File: src/hdl/plx_pkg.sv
// Shared types, token codes and byte constants for the punctuation lexer.
// No dependencies; used by plx_front, plx_back and the top level.
package plx_pkg;

  typedef enum logic [1:0] {
    PEND_NONE   = 2'd0,
    PEND_COLON  = 2'd1,
    PEND_EXCLAM = 2'd2,
    PEND_EQUAL  = 2'd3
  } pend_e;

  typedef enum logic [2:0] {
    OP_NONE  = 3'd0,
    OP_EMIT  = 3'd1,
    OP_OPEN  = 3'd2,
    OP_CLOSE = 3'd3,
    OP_EOF   = 3'd4
  } op_e;

  localparam logic [4:0] TK_HASH      = 5'd6;
  localparam logic [4:0] TK_COLON     = 5'd7;
  localparam logic [4:0] TK_COLON2    = 5'd8;
  localparam logic [4:0] TK_COMMA     = 5'd9;
  localparam logic [4:0] TK_DOT       = 5'd10;
  localparam logic [4:0] TK_CARET     = 5'd11;
  localparam logic [4:0] TK_EXCLAM    = 5'd12;
  localparam logic [4:0] TK_NOT_EQ    = 5'd13;
  localparam logic [4:0] TK_QUESTION  = 5'd14;
  localparam logic [4:0] TK_EQ        = 5'd15;
  localparam logic [4:0] TK_EQ_EQ     = 5'd16;
  localparam logic [4:0] TK_EOF       = 5'd17;
  localparam logic [4:0] TK_UNHANDLED = 5'd18;

  localparam logic [7:0] CH_LPAREN   = 8'h28;
  localparam logic [7:0] CH_RPAREN   = 8'h29;
  localparam logic [7:0] CH_LBRACKET = 8'h5B;
  localparam logic [7:0] CH_RBRACKET = 8'h5D;
  localparam logic [7:0] CH_LBRACE   = 8'h7B;
  localparam logic [7:0] CH_RBRACE   = 8'h7D;
  localparam logic [7:0] CH_HASH     = 8'h23;
  localparam logic [7:0] CH_COLON    = 8'h3A;
  localparam logic [7:0] CH_COMMA    = 8'h2C;
  localparam logic [7:0] CH_DOT      = 8'h2E;
  localparam logic [7:0] CH_CARET    = 8'h5E;
  localparam logic [7:0] CH_EXCLAM   = 8'h21;
  localparam logic [7:0] CH_QUESTION = 8'h3F;
  localparam logic [7:0] CH_EQUAL    = 8'h3D;
  localparam logic [7:0] CH_SPACE    = 8'h20;
  localparam logic [7:0] CH_TAB      = 8'h09;
  localparam logic [7:0] CH_VTAB     = 8'h0B;
  localparam logic [7:0] CH_CR       = 8'h0D;
  localparam logic [7:0] CH_LF       = 8'h0A;

  // Opener selector: 0 paren, 1 bracket, 2 brace.
  localparam logic [1:0] SEL_PAREN   = 2'd0;
  localparam logic [1:0] SEL_BRACKET = 2'd1;
  localparam logic [1:0] SEL_BRACE   = 2'd2;

  // Work item from front to back.
  typedef struct packed {
    pend_e      pend;   // single-byte token to flush first
    op_e        op;
    logic [1:0] sel;    // opener selector for open/close
    logic [4:0] kind;   // token kind for plain emits
    logic [7:0] raw;
  } cmd_t;

  // One result word.
  typedef struct packed {
    logic [4:0] kind;
    logic       fake;
    logic [7:0] raw;
    logic       ovf;
    logic       last;
  } res_t;

  function automatic logic [4:0] pend_kind(pend_e p);
    logic [4:0] k;
    case (p)
      PEND_COLON:  k = TK_COLON;
      PEND_EXCLAM: k = TK_EXCLAM;
      PEND_EQUAL:  k = TK_EQ;
      default:     k = 5'd0;
    endcase
    return k;
  endfunction

  function automatic logic [7:0] pend_byte(pend_e p);
    logic [7:0] b;
    case (p)
      PEND_COLON:  b = CH_COLON;
      PEND_EXCLAM: b = CH_EXCLAM;
      PEND_EQUAL:  b = CH_EQUAL;
      default:     b = 8'd0;
    endcase
    return b;
  endfunction

endpackage

File: src/hdl/plx_fifo.sv
// Small synchronous queue used between front and back and on the result side.
// No package dependencies.
module plx_fifo #(
  parameter int unsigned WIDTH = 8,
  parameter int unsigned DEPTH = 2
) (
  input  logic             clk_i,
  input  logic             rst_ni,
  input  logic             push_i,
  input  logic [WIDTH-1:0] data_i,
  output logic             full_o,
  input  logic             pop_i,
  output logic [WIDTH-1:0] data_o,
  output logic             empty_o
);

  localparam int unsigned AW = (DEPTH > 1) ? $clog2(DEPTH) : 1;
  localparam int unsigned CW = $clog2(DEPTH + 1);

  logic [WIDTH-1:0] mem_q [DEPTH];
  logic [AW-1:0]    wr_ptr_q, wr_ptr_d, rd_ptr_q, rd_ptr_d;
  logic [CW-1:0]    cnt_q, cnt_d;
  logic             do_push, do_pop;

  assign full_o  = (cnt_q == CW'(DEPTH));
  assign empty_o = (cnt_q == '0);
  assign do_push = push_i && !full_o;
  assign do_pop  = pop_i && !empty_o;
  assign data_o  = mem_q[rd_ptr_q];

  always_comb begin
    wr_ptr_d = wr_ptr_q;
    rd_ptr_d = rd_ptr_q;
    cnt_d    = cnt_q;
    if (do_push) begin
      wr_ptr_d = (wr_ptr_q == AW'(DEPTH - 1)) ? '0 : wr_ptr_q + AW'(1);
    end
    if (do_pop) begin
      rd_ptr_d = (rd_ptr_q == AW'(DEPTH - 1)) ? '0 : rd_ptr_q + AW'(1);
    end
    if (do_push && !do_pop) begin
      cnt_d = cnt_q + CW'(1);
    end else if (do_pop && !do_push) begin
      cnt_d = cnt_q - CW'(1);
    end
  end

  always_ff @(posedge clk_i or negedge rst_ni) begin
    if (!rst_ni) begin
      wr_ptr_q <= '0;
      rd_ptr_q <= '0;
      cnt_q    <= '0;
    end else begin
      wr_ptr_q <= wr_ptr_d;
      rd_ptr_q <= rd_ptr_d;
      cnt_q    <= cnt_d;
    end
  end

  always_ff @(posedge clk_i) begin
    if (do_push) begin
      mem_q[wr_ptr_q] <= data_i;
    end
  end

endmodule

File: src/hdl/plx_front.sv
// Front end: classifies each source byte, resolves two-byte tokens through
// the pending register and issues work items. Depends on plx_pkg.
module plx_front (
  input  logic          clk_i,
  input  logic          rst_ni,
  input  logic          push_i,
  input  logic          req_type_i,
  input  logic [7:0]    char_code_i,
  output logic          cmd_v_o,
  output plx_pkg::cmd_t cmd_o
);
  import plx_pkg::*;

  pend_e      pend_q, pend_d;
  logic [7:0] prev_q, prev_d;
  cmd_t       cmd;
  logic       paired;

  always_comb begin
    cmd      = '0;
    cmd.pend = PEND_NONE;
    cmd.op   = OP_NONE;
    cmd.raw  = char_code_i;
    pend_d   = pend_q;
    prev_d   = prev_q;
    paired   = 1'b0;
    if (req_type_i) begin
      cmd.pend = pend_q;
      cmd.op   = OP_EOF;
      cmd.raw  = prev_q;
      pend_d   = PEND_NONE;
      prev_d   = '0;
    end else begin
      prev_d = char_code_i;
      if (pend_q == PEND_COLON && char_code_i == CH_COLON) begin
        cmd.op   = OP_EMIT;
        cmd.kind = TK_COLON2;
        cmd.raw  = CH_COLON;
        paired   = 1'b1;
      end else if (pend_q == PEND_EXCLAM && char_code_i == CH_EQUAL) begin
        cmd.op   = OP_EMIT;
        cmd.kind = TK_NOT_EQ;
        cmd.raw  = CH_EXCLAM;
        paired   = 1'b1;
      end else if (pend_q == PEND_EQUAL && char_code_i == CH_EQUAL) begin
        cmd.op   = OP_EMIT;
        cmd.kind = TK_EQ_EQ;
        cmd.raw  = CH_EQUAL;
        paired   = 1'b1;
      end
      if (paired) begin
        pend_d = PEND_NONE;
      end else begin
        // flush whatever was pending ahead of this byte
        cmd.pend = pend_q;
        pend_d   = PEND_NONE;
        case (char_code_i)
          CH_SPACE, CH_TAB, CH_VTAB, CH_CR, CH_LF: cmd.op = OP_NONE;
          CH_LPAREN:   begin cmd.op = OP_OPEN;  cmd.sel = SEL_PAREN;   end
          CH_LBRACKET: begin cmd.op = OP_OPEN;  cmd.sel = SEL_BRACKET; end
          CH_LBRACE:   begin cmd.op = OP_OPEN;  cmd.sel = SEL_BRACE;   end
          CH_RPAREN:   begin cmd.op = OP_CLOSE; cmd.sel = SEL_PAREN;   end
          CH_RBRACKET: begin cmd.op = OP_CLOSE; cmd.sel = SEL_BRACKET; end
          CH_RBRACE:   begin cmd.op = OP_CLOSE; cmd.sel = SEL_BRACE;   end
          CH_HASH:     begin cmd.op = OP_EMIT;  cmd.kind = TK_HASH;     end
          CH_COMMA:    begin cmd.op = OP_EMIT;  cmd.kind = TK_COMMA;    end
          CH_DOT:      begin cmd.op = OP_EMIT;  cmd.kind = TK_DOT;      end
          CH_CARET:    begin cmd.op = OP_EMIT;  cmd.kind = TK_CARET;    end
          CH_QUESTION: begin cmd.op = OP_EMIT;  cmd.kind = TK_QUESTION; end
          CH_COLON:    pend_d = PEND_COLON;
          CH_EXCLAM:   pend_d = PEND_EXCLAM;
          CH_EQUAL:    pend_d = PEND_EQUAL;
          default:     begin cmd.op = OP_EMIT;  cmd.kind = TK_UNHANDLED; end
        endcase
      end
    end
  end

  // Drop items that produce no word.
  assign cmd_v_o = push_i && (cmd.op != OP_NONE || cmd.pend != PEND_NONE);
  assign cmd_o   = cmd;

  always_ff @(posedge clk_i or negedge rst_ni) begin
    if (!rst_ni) begin
      pend_q <= PEND_NONE;
      prev_q <= '0;
    end else if (push_i) begin
      pend_q <= pend_d;
      prev_q <= prev_d;
    end
  end

endmodule

File: src/hdl/plx_back.sv
// Back end: executes work items against the opener stack memory and emits
// result words, including fake closers during repair. Depends on plx_pkg.
module plx_back #(
  parameter int unsigned STACK_DEPTH = 32
) (
  input  logic          clk_i,
  input  logic          rst_ni,
  input  logic          cmd_empty_i,
  input  plx_pkg::cmd_t cmd_i,
  output logic          cmd_pop_o,
  input  logic          res_full_i,
  output logic          res_push_o,
  output plx_pkg::res_t res_o
);
  import plx_pkg::*;

  localparam int unsigned AW = (STACK_DEPTH > 1) ? $clog2(STACK_DEPTH) : 1;
  localparam int unsigned CW = $clog2(STACK_DEPTH + 1);

  typedef enum logic [2:0] {
    S_RUN   = 3'b001,
    S_POP   = 3'b010,
    S_FINAL = 3'b100
  } state_e;

  state_e        state_q, state_d;
  logic [CW-1:0] cnt_q, cnt_d, cnt_m1;
  logic          pend_done_q, pend_done_d;
  logic          top_vld_q;
  logic [1:0]    stack_mem [STACK_DEPTH];
  logic [1:0]    rd_q;
  logic [AW-1:0] rd_addr, wr_addr;
  logic          wr_en;
  logic          stk_room;
  logic [4:0]    final_kind;
  res_t          res;
  logic          res_push, cmd_pop;

  assign cnt_m1     = cnt_q - CW'(1);
  assign rd_addr    = cnt_m1[AW-1:0];
  assign wr_addr    = cnt_q[AW-1:0];
  assign stk_room   = (cnt_q < CW'(STACK_DEPTH));
  assign final_kind = (cmd_i.op == OP_EOF) ? TK_EOF : {2'b00, cmd_i.sel, 1'b1};

  always_comb begin
    state_d     = state_q;
    cnt_d       = cnt_q;
    pend_done_d = pend_done_q;
    wr_en       = 1'b0;
    res_push    = 1'b0;
    cmd_pop     = 1'b0;
    res         = '0;
    res.raw     = cmd_i.raw;
    case (state_q)
      S_RUN: begin
        if (!cmd_empty_i) begin
          if (cmd_i.pend != PEND_NONE && !pend_done_q) begin
            res.kind = pend_kind(cmd_i.pend);
            res.raw  = pend_byte(cmd_i.pend);
            res.last = (cmd_i.op == OP_NONE);
            if (!res_full_i) begin
              res_push = 1'b1;
              if (cmd_i.op == OP_NONE) begin
                cmd_pop = 1'b1;
              end else begin
                pend_done_d = 1'b1;
              end
            end
          end else begin
            case (cmd_i.op)
              OP_EMIT: begin
                res.kind = cmd_i.kind;
                res.last = 1'b1;
                if (!res_full_i) begin
                  res_push    = 1'b1;
                  cmd_pop     = 1'b1;
                  pend_done_d = 1'b0;
                end
              end
              OP_OPEN: begin
                res.kind = {2'b00, cmd_i.sel, 1'b0};
                res.ovf  = !stk_room;
                res.last = 1'b1;
                if (!res_full_i) begin
                  res_push    = 1'b1;
                  cmd_pop     = 1'b1;
                  pend_done_d = 1'b0;
                  if (stk_room) begin
                    wr_en = 1'b1;
                    cnt_d = cnt_q + CW'(1);
                  end
                end
              end
              OP_CLOSE, OP_EOF: state_d = S_POP;
              default: begin
                cmd_pop     = 1'b1;
                pend_done_d = 1'b0;
              end
            endcase
          end
        end
      end
      S_POP: begin
        if (cnt_q == '0) begin
          state_d = S_FINAL;
        end else if (top_vld_q) begin
          if (cmd_i.op == OP_CLOSE && rd_q == cmd_i.sel) begin
            cnt_d   = cnt_m1;
            state_d = S_FINAL;
          end else begin
            // unmatched opener: close it with a fake word
            res.kind = {2'b00, rd_q, 1'b1};
            res.fake = 1'b1;
            if (!res_full_i) begin
              res_push = 1'b1;
              cnt_d    = cnt_m1;
            end
          end
        end
      end
      S_FINAL: begin
        res.kind = final_kind;
        res.last = 1'b1;
        if (!res_full_i) begin
          res_push    = 1'b1;
          cmd_pop     = 1'b1;
          pend_done_d = 1'b0;
          state_d     = S_RUN;
        end
      end
      default: state_d = S_RUN;
    endcase
  end

  assign res_push_o = res_push;
  assign cmd_pop_o  = cmd_pop;
  assign res_o      = res;

  always_ff @(posedge clk_i or negedge rst_ni) begin
    if (!rst_ni) begin
      state_q     <= S_RUN;
      cnt_q       <= '0;
      pend_done_q <= 1'b0;
      top_vld_q   <= 1'b0;
    end else begin
      state_q     <= state_d;
      cnt_q       <= cnt_d;
      pend_done_q <= pend_done_d;
      // top read is good in the cycle after the depth settles
      top_vld_q   <= (cnt_d == cnt_q);
    end
  end

  always_ff @(posedge clk_i) begin
    if (wr_en) begin
      stack_mem[wr_addr] <= cmd_i.sel;
    end
    rd_q <= stack_mem[rd_addr];
  end

  a_cnt_bound: assert property (@(posedge clk_i) disable iff (!rst_ni)
    cnt_q <= CW'(STACK_DEPTH))
    else $error("stack depth beyond limit");

  a_pop_needs_top: assert property (@(posedge clk_i) disable iff (!rst_ni)
    (state_q == S_POP && cnt_d != cnt_q) |-> top_vld_q)
    else $error("pop taken on stale stack read");

  a_last_retires: assert property (@(posedge clk_i) disable iff (!rst_ni)
    (res_push && res.last) |-> cmd_pop)
    else $error("last word sent without retiring the item");

  a_eof_clears: assert property (@(posedge clk_i) disable iff (!rst_ni)
    (state_q == S_FINAL && cmd_i.op == OP_EOF && res_push) |=> (cnt_q == '0))
    else $error("stack not empty after end of source");

endmodule

File: src/hdl/punct_lexer_with_delimiter_repair.sv
// Punctuation lexer with delimiter repair: push one source byte or an
// end-of-source marker per word and pop token words. The front takes a byte
// every cycle while its two-entry work queue has room; the back retires a
// plain token or a pending-flush without waiting on the opener stack, so
// ordinary text runs at one byte per cycle while the result queue has room.
// A closer or end of source holds the back while a pending byte is flushed,
// each unmatched opener gets a fake closer and then the final word is sent;
// each fake closer waits on the registered read port of the opener stack
// memory (a read is good in the cycle after the depth settles).
// Depends on plx_pkg, plx_fifo, plx_front and plx_back.
module punct_lexer_with_delimiter_repair #(
  parameter int unsigned STACK_DEPTH = 32
) (
  input  logic       clk_i,
  input  logic       rst_ni,
  input  logic       push,
  output logic       full,
  input  logic       req_type_i,
  input  logic [7:0] char_code_i,
  output logic       empty,
  input  logic       pop,
  output logic [4:0] token_kind_o,
  output logic       is_fake_o,
  output logic [7:0] raw_char_o,
  output logic       overflow_o,
  output logic       last_of_run_o
);
  import plx_pkg::*;

  localparam int unsigned CMD_W = $bits(cmd_t);
  localparam int unsigned RES_W = $bits(res_t);

  logic             accept;
  logic             cmd_v, cmd_empty, cmd_pop;
  cmd_t             cmd_in, cmd_head;
  logic [CMD_W-1:0] cmd_head_bits;
  logic             res_push, res_full;
  res_t             res_in, res_head;
  logic [RES_W-1:0] res_head_bits;

  assign accept = push && !full;

  plx_front u_front (
    .clk_i       (clk_i),
    .rst_ni      (rst_ni),
    .push_i      (accept),
    .req_type_i  (req_type_i),
    .char_code_i (char_code_i),
    .cmd_v_o     (cmd_v),
    .cmd_o       (cmd_in)
  );

  plx_fifo #(
    .WIDTH (CMD_W),
    .DEPTH (2)
  ) u_cmd_fifo (
    .clk_i   (clk_i),
    .rst_ni  (rst_ni),
    .push_i  (cmd_v),
    .data_i  (cmd_in),
    .full_o  (full),
    .pop_i   (cmd_pop),
    .data_o  (cmd_head_bits),
    .empty_o (cmd_empty)
  );

  assign cmd_head = cmd_t'(cmd_head_bits);

  plx_back #(
    .STACK_DEPTH (STACK_DEPTH)
  ) u_back (
    .clk_i       (clk_i),
    .rst_ni      (rst_ni),
    .cmd_empty_i (cmd_empty),
    .cmd_i       (cmd_head),
    .cmd_pop_o   (cmd_pop),
    .res_full_i  (res_full),
    .res_push_o  (res_push),
    .res_o       (res_in)
  );

  plx_fifo #(
    .WIDTH (RES_W),
    .DEPTH (2)
  ) u_res_fifo (
    .clk_i   (clk_i),
    .rst_ni  (rst_ni),
    .push_i  (res_push),
    .data_i  (res_in),
    .full_o  (res_full),
    .pop_i   (pop),
    .data_o  (res_head_bits),
    .empty_o (empty)
  );

  assign res_head      = res_t'(res_head_bits);
  assign token_kind_o  = res_head.kind;
  assign is_fake_o     = res_head.fake;
  assign raw_char_o    = res_head.raw;
  assign overflow_o    = res_head.ovf;
  assign last_of_run_o = res_head.last;

endmodule
File: config.mk
export PLATFORM = sky130hd
export DESIGN_NAME = punct_lexer_with_delimiter_repair
export DESIGN_NICKNAME = d
export VERILOG_FILES = /design/src/hdl/plx_pkg.sv /design/src/hdl/plx_fifo.sv /design/src/hdl/plx_front.sv /design/src/hdl/plx_back.sv /design/src/hdl/punct_lexer_with_delimiter_repair.sv
export SDC_FILE = /design/constraint.sdc
export NUM_CORES = 1
export LEC_CHECK = 0
export ABC_CLOCK_PERIOD_IN_PS = 4400
export BUFFER_PORTS_ARGS = -buffer_cell sky130_fd_sc_hd__buf_4
export CAP_MARGIN = 20
export CORE_ASPECT_RATIO = 0.5
export CORE_MARGIN = 4
export CORE_UTILIZATION = 40
export CTS_BUF_LIST = sky130_fd_sc_hd__clkbuf_16
export CTS_CLUSTER_SIZE = 40
export DETAILED_ROUTE_END_ITERATION = 10
export PLACE_DENSITY = 0.66
export SLEW_MARGIN = 5
export SYNTH_ARGS = -nofsm -noshare
export SYNTH_HDL_FRONTEND = slang
export SYNTH_SLANG_ARGS = --single-unit
File: constraint.sdc
create_clock -name clk_i -period 4.4 [get_ports clk_i]
set_input_delay 0.66 -clock clk_i [delete_from_list [all_inputs] [get_ports clk_i]]
set_output_delay 0.66 -clock clk_i [all_outputs]
set_load 0.03 [all_outputs]
==> impl_metrics.ini <==
[clock_tree]
path_clk_slew_ns = 0.07
ctsHtreeMaxLevel = 4
ctsRootBufferMaster = clkbuf_16
clock_latency_ns = 0.43
cts_resized = 0
post-cts-setup-buffers = 0
cts_tree = done
cts_hold_buffers = 0
clock_sinks = 167
cts_made_buffers = 17
cts_buffer_depth = 2

[place]
io_buffers = 30
dp.cells = 874
dp_hpwl_um = 10900
placed_area_um2 = 8360
gp_congestion = 0.867

[yosys]
synth_cell_types = 75
syn_area_um2 = 7920
syn_nets = 621
yosys_warnings = 0
async_reset_ff_frac = 0.174
synth_ff_type = edfxtp_1
syn_area_per_cell_um2 = 13.2
ys_ff_latch = 167
synth_edf_count = 136
yosysSeqAreaShare = 0.613
synthCells = 602
synth_top_area_frac = 0.516
synth.area.top_cells = edfxtp_1 52%, dfrtp_1 8.8%, mux4_2 5.7%
synth_area_leader_cell = edfxtp_1

[grt]
overflow = 0
grt_pass1_wl_um = 26200
grt_pass1_vias = 4908
antenna_found_initial = 0
grtUsageTotal = 0.154
grt_start_max_net_pins = 34

[route]
dr_total_vias = 4821
final_antenna_net_count = 0
wirelength_um = 15900
drc = 0
via_per_inst = 5.32
drt_iter0_drc = 320
wl_per_cell_um = 17.5
firstDrtPassIters = 7

[sta]
final.setup.tns_ns = 0
worst_clock_skew_ns = 0.00969
fmax_mhz = 314
slew-limit-headroom = 0.325
setup_viol = 0
fin_crit_sh = 0.724
worst_pin_slew_ns = 1.01
timing.hold.ws_ns = 0.182
hold_viol_final = 0
grt_setup_unrepaired = no
drv_slew = 0
min_period_ns = 3.18

[outcome]
outcome = finished, final reports clean

[power_and_ir_drop]
power_leakage_nw = 3.13
peakVddDrop_mv = 0.352
power_density_nw_per_um2 = 698

[floorplan]
dieArea_um2 = 22200
ios = 31
fp-row-count = 36
core_um2 = 19500
start_util = 0.407
die_h_um = 107
fp.dieW_um = 207

[layout]
seq_area_um2 = 4850
area_growth_pct = 12.9
drive_gt1_frac = 0.191
finalNonFillerCells = 906
final_common_cell = edfxtp_1
final_nets = 646
nFillCells = 1743
multiInputGateArea_um2 = 2870
fin_area_um2 = 8940
final_cell_mix = 136 x edfxtp_1, 58 x nor2_1, 51 x nand2_1, 35 x buf_4, 30 x o21ai_0
diodes = 0

[critical_path]
r2r-start = u_cmd_fifo.rd_ptr_q
cp-end-kind = register
timing.rr.end = u_res_fifo.mem_q[1][1]
cp.required_ns = 4.45
setup.worst_path.start_class = register
worstPathArrival_ns = 3.23
worst-setup-path-type = register to register
ff2ff_path_depth = 6
ff2ff_setup_slack_ns = 1.22
path_max_fanout = 21

[hold_path]
hp-class = primary input to async pin

[run]
maxCapViolations = 0
[final cells by class]
| type | count | area share |
|---|---|---|
| Sequential cell | 167 | 0.543 |
| Multi-Input combinational cell | 395 | 0.321 |
| Clock buffer | 17 | 0.0476 |
| Tap cell | 266 | 0.0372 |
| Timing Repair Buffer | 35 | 0.0294 |
| Clock inverter | 15 | 0.0172 |
| Inverter | 11 | 0.00462 |
[through the flow]
step / util / total power, mW / setup WS [ns]
after floorplan: - / 4.16 / 1.25
after global placement: 0.430 / 4.78 / 1.32
after detailed placement: 0.430 / 4.82 / 1.25
after CTS: 0.459 / 6.29 / 1.24
after global routing: 0.459 / 6.60 / 0.985
final: 0.459 / 6.24 / 1.22
[logic make-up after synthesis]
family | count (synthesis) | synth area share
fa+ha+maj | 6 | 0.00948
simple gates | 206 | 0.131
compound gates | 103 | 0.0850
mux | 61 | 0.114
buf+inv | 40 | 0.0248
xor+xnor | 19 | 0.0229
flops | 167 | 0.613
[worst max-delay path by stage]
stage | endpoint | start | slack (ns)
after global routing | u_res_fifo.mem_q[1][1] | u_cmd_fifo.rd_ptr_q | 0.99
after floorplan | u_cmd_fifo.mem_q[0][0] | char_code_i[5] | 1.25
after detailed placement | u_res_fifo.mem_q[1][8] | u_cmd_fifo.rd_ptr_q | 1.25
final | u_res_fifo.mem_q[1][1] | u_cmd_fifo.rd_ptr_q | 1.22
after global placement | u_res_fifo.mem_q[1][3] | u_back.cnt_q[1] | 1.32
after CTS | u_res_fifo.mem_q[1][13] | u_cmd_fifo.rd_ptr_q | 1.24
[power by group]
group          switching [mW]  internal [mW]
clock network           0.614          0.839
logic                    1.38          0.949
registers               0.214           2.24
total                    2.21           4.02
[registers in the layout (all words and copies together) (netlist names)]
| register | flops |
|---|---|
| u_front.prev_q | 8 |
| u_front.pend_q | 2 |
| u_back.cnt_q | 6 |
| u_res_fifo.mem_q | 32 |
| u_cmd_fifo.cnt_q | 2 |
| u_back.rd_q | 2 |
| u_back.state_q | 3 |
| u_cmd_fifo.wr_ptr_q | 1 |
| u_back.pend_done_q | 1 |
| u_back.top_vld_q | 1 |
| u_back.stack_mem | 64 |
| u_cmd_fifo.mem_q | 40 |
| u_res_fifo.cnt_q | 2 |
| u_res_fifo.wr_ptr_q | 1 |
| u_res_fifo.rd_ptr_q | 1 |
| u_cmd_fifo.rd_ptr_q | 1 |
[per-layer routing]
metal / track usage / wire length (µm) / vias to the layer above
met3: 0.0403 / 721 / 23
met1: 0.214 / 7590 / 2333
met2: 0.239 / 7330 / 135
li1: - / - / 2330
met5: 0 / 0 / -
met4: 0.0500 / 250 / 0
[synth_stat cells, drive strengths merged (4+ instances only)]
cell type and instances:
mux4 20, o21ai 36, and3 7, nand2b 13, clkbuf 19, xnor2 12
and2 5, dfrtp 28, nor2b 8, xor2 7, o31ai 4, mux2i 18
a31oi 4, nand3 10, inv 11, nor2 60, nor3 22, o32ai 4
a22oi 4, buf 10, nand2 52, nand4 4, a21oi 20, a211oi 4
or3 5, edfxtp 136, ha 6, mux2 23
[worst max-delay path: stages, from the launching register on]
cell     delay, ns
dfrtp_1       0.63
buf_4         0.40
mux2i_1       0.51
o21ai_0       0.22
a21oi_1       0.20
o31a_1        0.21
and2_1        0.64
Note: power is estimated with default switching activity, not from simulation.
